**src/rtl/skl_pkg.sv**
```systemverilog
// ----------------------------------------------------------------------------
// skl_pkg: shared types for the sorted key list
// Command and status enums, request and response structs plus the per-cell control bundle.
// ----------------------------------------------------------------------------
package skl_pkg;

  localparam int unsigned KeyW   = 31;
  localparam int unsigned CountW = 7;

  typedef enum logic {
    CMD_INSERT = 1'b0,
    CMD_REMOVE = 1'b1
  } cmd_e;

  typedef enum logic [1:0] {
    ST_OK      = 2'd0,
    ST_FULL    = 2'd1,
    ST_EMPTY   = 2'd2,
    ST_MISSING = 2'd3
  } status_e;

  typedef logic [KeyW-1:0] key_t;

  typedef struct packed {
    cmd_e command;
    key_t key;
  } req_t;

  typedef struct packed {
    status_e           status;
    logic [CountW-1:0] count;
  } rsp_t;

  // broadcast to every cell in the row
  typedef struct packed {
    logic ins;  // insert shifts toward the tail
    logic rem;  // remove shifts toward the head
    key_t key;
  } skl_ctrl_t;

endpackage

```
**src/rtl/skl_cell.sv**
```systemverilog
// ----------------------------------------------------------------------------
// skl_cell: one slot of the sorted key list
// Holds a key, compares it with the broadcast key, trades with neighbors.
// ----------------------------------------------------------------------------
module skl_cell
  import skl_pkg::*;
(
  input  logic      clk_i,
  input  skl_ctrl_t ctrl_i,
  input  logic      occ_i,       // slot holds a live entry
  input  logic      left_le_i,   // left neighbor stays put on insert
  input  key_t      left_key_i,
  input  key_t      right_key_i,
  output key_t      key_o,
  output logic      le_o,        // live and key <= broadcast key
  output logic      eq_o         // live and key == broadcast key
);

  key_t key_q, key_d;
  logic ge;

  assign le_o = occ_i && (key_q <= ctrl_i.key);
  assign eq_o = occ_i && (key_q == ctrl_i.key);
  assign ge   = occ_i && (key_q >= ctrl_i.key);

  always_comb begin
    key_d = key_q;
    if (ctrl_i.ins && !le_o) begin
      // first slot past the equal run takes the new key, later ones shift
      key_d = left_le_i ? ctrl_i.key : left_key_i;
    end else if (ctrl_i.rem && ge) begin
      key_d = right_key_i;
    end
  end

  always_ff @(posedge clk_i) begin
    key_q <= key_d;
  end

  assign key_o = key_q;

endmodule

```
**config.mk**
```make
export PLATFORM = sky130hd
export DESIGN_NAME = skl_cell
export DESIGN_NICKNAME = d
export VERILOG_FILES = /design/src/rtl/skl_pkg.sv /design/src/rtl/skl_cell.sv
export SDC_FILE = /design/constraint.sdc
export NUM_CORES = 1
export LEC_CHECK = 0
export BUFFER_PORTS_ARGS = -buffer_cell sky130_fd_sc_hd__buf_2
export CORE_ASPECT_RATIO = 1.25
export CORE_MARGIN = 3
export CORE_UTILIZATION = 40
export CTS_CLUSTER_SIZE = 16
export DETAILED_ROUTE_END_ITERATION = 7
export GPL_ROUTABILITY_DRIVEN = 0
export HOLD_SLACK_MARGIN = 0.03
export PLACE_DENSITY = 0.68
export SLEW_MARGIN = 20
export SYNTH_ARGS = -nofsm -noshare
export SYNTH_HDL_FRONTEND = slang
export SYNTH_SLANG_ARGS = --single-unit
```
**constraint.sdc**
```tcl
create_clock -name clk_i -period 5.55 [get_ports clk_i]
set_input_delay 0 -clock clk_i [delete_from_list [all_inputs] [get_ports clk_i]]
set_output_delay 0 -clock clk_i [all_outputs]
set_load 0.005 [all_outputs]
```
Word level (Yosys, flattened, before mapping)
Index checks and enable logic that the tools add are counted. Widths: inputs -> output; s select.

Order comparisons: 2. Equality and inequality tests: 1. Multiplexer cells: 3. Reduce and logical (&&, ||, !) cells: 7.

Operator list (number): $mux 31 (3); $eq 31x31->1 (1); $ge 31x31->1 (1); $le 31x31->1 (1); $logic_and 1x1->1 (5); $reduce_bool 2->1 (1); $logic_not 1->1 (1).

Flip-flop bits (word level): 31. Bits of input ports: 98.

Depth between registers and ports, before layout
Word-level depth: 5. Gate-level depth with buffers: 11.

Worst setup path after synthesis
No wires, ideal clock.

Path kind: register to register. Start: reg key_q[26], in the netlist key_o[26]. End: reg key_q[0], in the netlist key_o[0] (enable). Arrival: 3358 ps. Data required time: 5113 ps. Setup slack: 1755 ps. Stages on the path, launching flop included: 7. Path buffers: 1. Clock period less this slack: 3795 ps. Cell sequence: edfxtp_1 -> ha_1 -> nand2_1 -> nor4_4 -> nand4_2 -> clkbuf_1 -> a41oi_1.

Word-level cells in the longest chain between the ends: 5. Elaborated cells between the ends (all ways): 8.

Ends and longest elaborated chain: start, declared (RTL line skl_cell.sv:19) `key_t key_q, key_d;`; start signal, assigned (RTL line skl_cell.sv:37) `key_q <= key_d;`; $le 31x31->1 (RTL line skl_cell.sv:22) `assign le_o = occ_i && (key_q <= ctrl_i.key);`; $logic_and 1x1->1 (RTL line skl_cell.sv:22); $logic_not 1->1 (RTL line skl_cell.sv:28) `if (ctrl_i.ins && !le_o) begin`; $logic_and 1x1->1 (RTL line skl_cell.sv:28); $reduce_bool 2->1 (no source line) *.

Every way passes the cells marked *; elsewhere a longest branch is shown, timed or not. A chain may end at the register's enable or synchronous reset.

Final worst setup path
Start: reg key_q[30], in the netlist key_o[30]. End: reg key_q[12], in the netlist key_o[12] (data pin).

Word-level cells in the longest chain between the ends: 5.

Ends and longest elaborated chain (RTL line): $le 31x31->1 (skl_cell.sv:22); $logic_and 1x1->1 (skl_cell.sv:22); $logic_not 1->1 (skl_cell.sv:28); $logic_and 1x1->1 (skl_cell.sv:28); $mux 31 (skl_cell.sv:28); via key_d[12] (skl_cell.sv:19).

The timed path passes the listed nets, and every way through them passes these cells.

==> impl_metrics.toml <==
[run_status]
status = "finished, final reports clean"

[grt]
grt_overflow = 0
grt_util_all_layers_pct = 20.88
grt_max_degree = 37
grt_antenna_before_repair = 0
grt_pass1_wl_microns = 15590
grt_pass1_vias = 3167

[placed_design]
dp_hpwl_microns = 7451
port_buffers = 130
dpl_cell_area_sq_um = 3990
dp_cells = 594

[pwr]
p_clk_share_pct = 20.6
leakagePower_uw = 0.001924
switching_share_pct = 37.17
intPower_uw = 544.6
vdd_drop_max_v = 0.00008308
p_per_area_nw_per_um2 = 211.5
pwr-share-comb_pct = 41.9
p_sw_uw = 322.3
finalPower_uw = 866.9
p_seq_share_pct = 37.5

[logic_synthesis]
synthArstFlopShare_pct = 0
ys_warn_count = 0
yosysTopAreaCell = "edfxtp_1"
synth_area_sq_um = 3343
seq_area_frac_synth_pct = 27.84
ys_types = 33
syn-num-nets = 528
ys_top_cells_by_count = "44 x a21oi_1, 40 x nand2_1, 36 x o21ai_0"
avgSynthCellArea_sq_um = 8.379
ys_ff_latch = 31
synth_most_common_cell = "a21oi_1"
synthCells = 399
yosysTopAreaCellShare_pct = 27.84
synth_ff_type = "edfxtp_1"
synth-edff-count = 31
synth_top_cells_by_area = "edfxtp_1 28%, ha_1 12%, a211oi_2 11%"

[final_layout]
fillers = 767
diodes = 0
final_cells = 603
fin_area_sq_um = 4099
drive_above_1_share_pct = 34.65
area_growth_pct = 22.60
largest_reg_flops = 31
fin_nets = 636

[floorplanning]
initial_core_util_pct = 41.93
fp.dieH_microns = 108.2
core_sq_um = 7973
die-area_sq_um = 9498
num_rows = 36
pin_count = 131
fp.dieW_microns = 87.77

[clock_tree]
cts-root-buf = "clkbuf_8"
insertion_delay_ns = 0.29
cts_resized = 0
clk_pin_slew_ns = 0.07
cts_tree = "done"
cts_setup_buffers = 0
max-clock-path-buffers = 2
h-tree-depth = 2
cts_hold_buf = 0
clock_sinks = 31
cts_buffers = 5

[sta]
rsz0062_at_grt = "no"
min_period_over_period_pct = 68.14
fmax_ghz = 0.2644
tightest_slew_ns = 1.157
slew_viol_final = 0
holdWs_ns = 0.1442
setup_viol = 0
fin_setup_tns_ns = 0
hold_viol = 0
fin_crit_ns = 3.782
skew_ns = 0.005990
slew_headroom_pct = 22.88

[detailed_routing]
drc = 0
routed_via_density = 5.648
vias = 3406
wl_per_cell_microns = 16.94
route.antenna.remaining_nets = 0
drtPass1Iterations = 5
drt_wl_total_microns = 10210
detailedRoute.firstIterationViolations = 267

[critical_path]
critPathCaptureType = "flop"
path_cells = "ha_1 > nand3_1 > nor4_4 > nand4_2 > o21a_1 > o21ai_0 > a211oi_2"
critical_path_class = "reg -> reg"
r2r_slack_ns = 1.77
cp_max_fo = 36
cp_slowest_cell = "nand4_2"
r2r-start = "key_o[30]"
crit_arrival_ns = 3.76
start_kind = "flop"
rr_worst_depth = 7
required_ns = 5.53
critPathMaxStageDelay_ns = 0.87
r2r_end = "key_o[12]"

[hold_path]
hold_start = "right_key_i[30]"
holdPathEnd = "key_o[30]"
min_path_cells = 3
min_path_type = "in -> reg"

[job]
max_cap_viol_count = 0
## cell type report
class / count / area, sq um / area share [%]
repair buffers: 132 / 685.7 / 16.73
multi-input cells: 304 / 2158 / 52.66
clock buffers: 7 / 76.32 / 1.862
inverters: 33 / 123.9 / 3.022
flip-flops and latches: 31 / 930.9 / 22.71
clock inverters: 1 / 5.005 / 0.1221
well taps: 95 / 118.9 / 2.900
## logic make-up (layout without fill, tap and decap cells)
logic type / count (synthesis) / count (layout) / share of synthesized area (%)
buffers and inverters: 64 / 173 / 8.533
AND/OR/NAND/NOR: 120 / 120 / 16.43
adder cells (fa/ha/maj): 31 / 31 / 11.60
flip-flops: 31 / 31 / 27.84
AO/OA/AOI/OAI: 122 / 122 / 26.31
multiplexers: 31 / 31 / 9.282
## worst max path at each step
stage | depth (start not counted) | from | endpoint | slack (ns)
2_1_floorplan | 6 | key_o[26] | key_o[0] | 1.75
3_3_place_gp | 5 | key_o[26] | key_o[18] | 1.83
3_5_place_dp | 5 | key_o[26] | key_o[17] | 1.75
4_1_cts | 5 | key_o[26] | key_o[14] | 1.75
5_1_grt | 7 | key_o[30] | key_o[12] | 1.46
6_report | 7 | key_o[30] | key_o[12] | 1.77
## layer usage
layer / part of all wire (%) / up-vias / global-route usage [%]
li1: - / 1660 / -
met4: 2.7 / 0 / 7.895
met1: 41 / 1585 / 26.66
met5: 0 / - / 0
met3: 6.2 / 19 / 2.973
met2: 50 / 142 / 35.29
## power by group through the flow
stage | clock network, uW | registers [uW] | logic [uW]
finish | 179 | 325 | 364
global route | 188 | 329 | 404
CTS | 178 | 326 | 359
detailed placement | 0 | 331 | 357
global placement | 0 | 329 | 347
floorplan | 0 | 332 | 237
## placed cells by master (no fill, tap or decap), types with 2 or more instances in the layout
master    count
nand2_1      40
a211oi_2     30
nand3_1      34
o21ai_0      36
a21o_1        2
clkbuf_8      5
mux2i_1      31
buf_2       130
clkbuf_1      2
edfxtp_1     31
a211oi_1      2
nor2_1       35
a21oi_1      44
inv_1        32
ha_1         31
nand4_1       3
## stage by stage
stage / worst slack (ns) / util, %
6_report: 1.768 / 51.41
5_1_grt: 1.464 / 51.41
4_1_cts: 1.749 / 51.07
3_5_place_dp: 1.745 / 50.05
3_3_place_gp: 1.828 / 50.05
2_1_floorplan: 1.755 / -
## worst max-delay path: cells and delay by family, from the launching register on
family | cells | cell delay, ns
AND/OR/NAND/NOR | 3 | 1.43
AO/OA/AOI/OAI | 3 | 1.33
flip-flops | 1 | 0.41
adder cells (fa/ha/maj) | 1 | 0.31
Note: power is estimated with default switching activity, not from simulation.
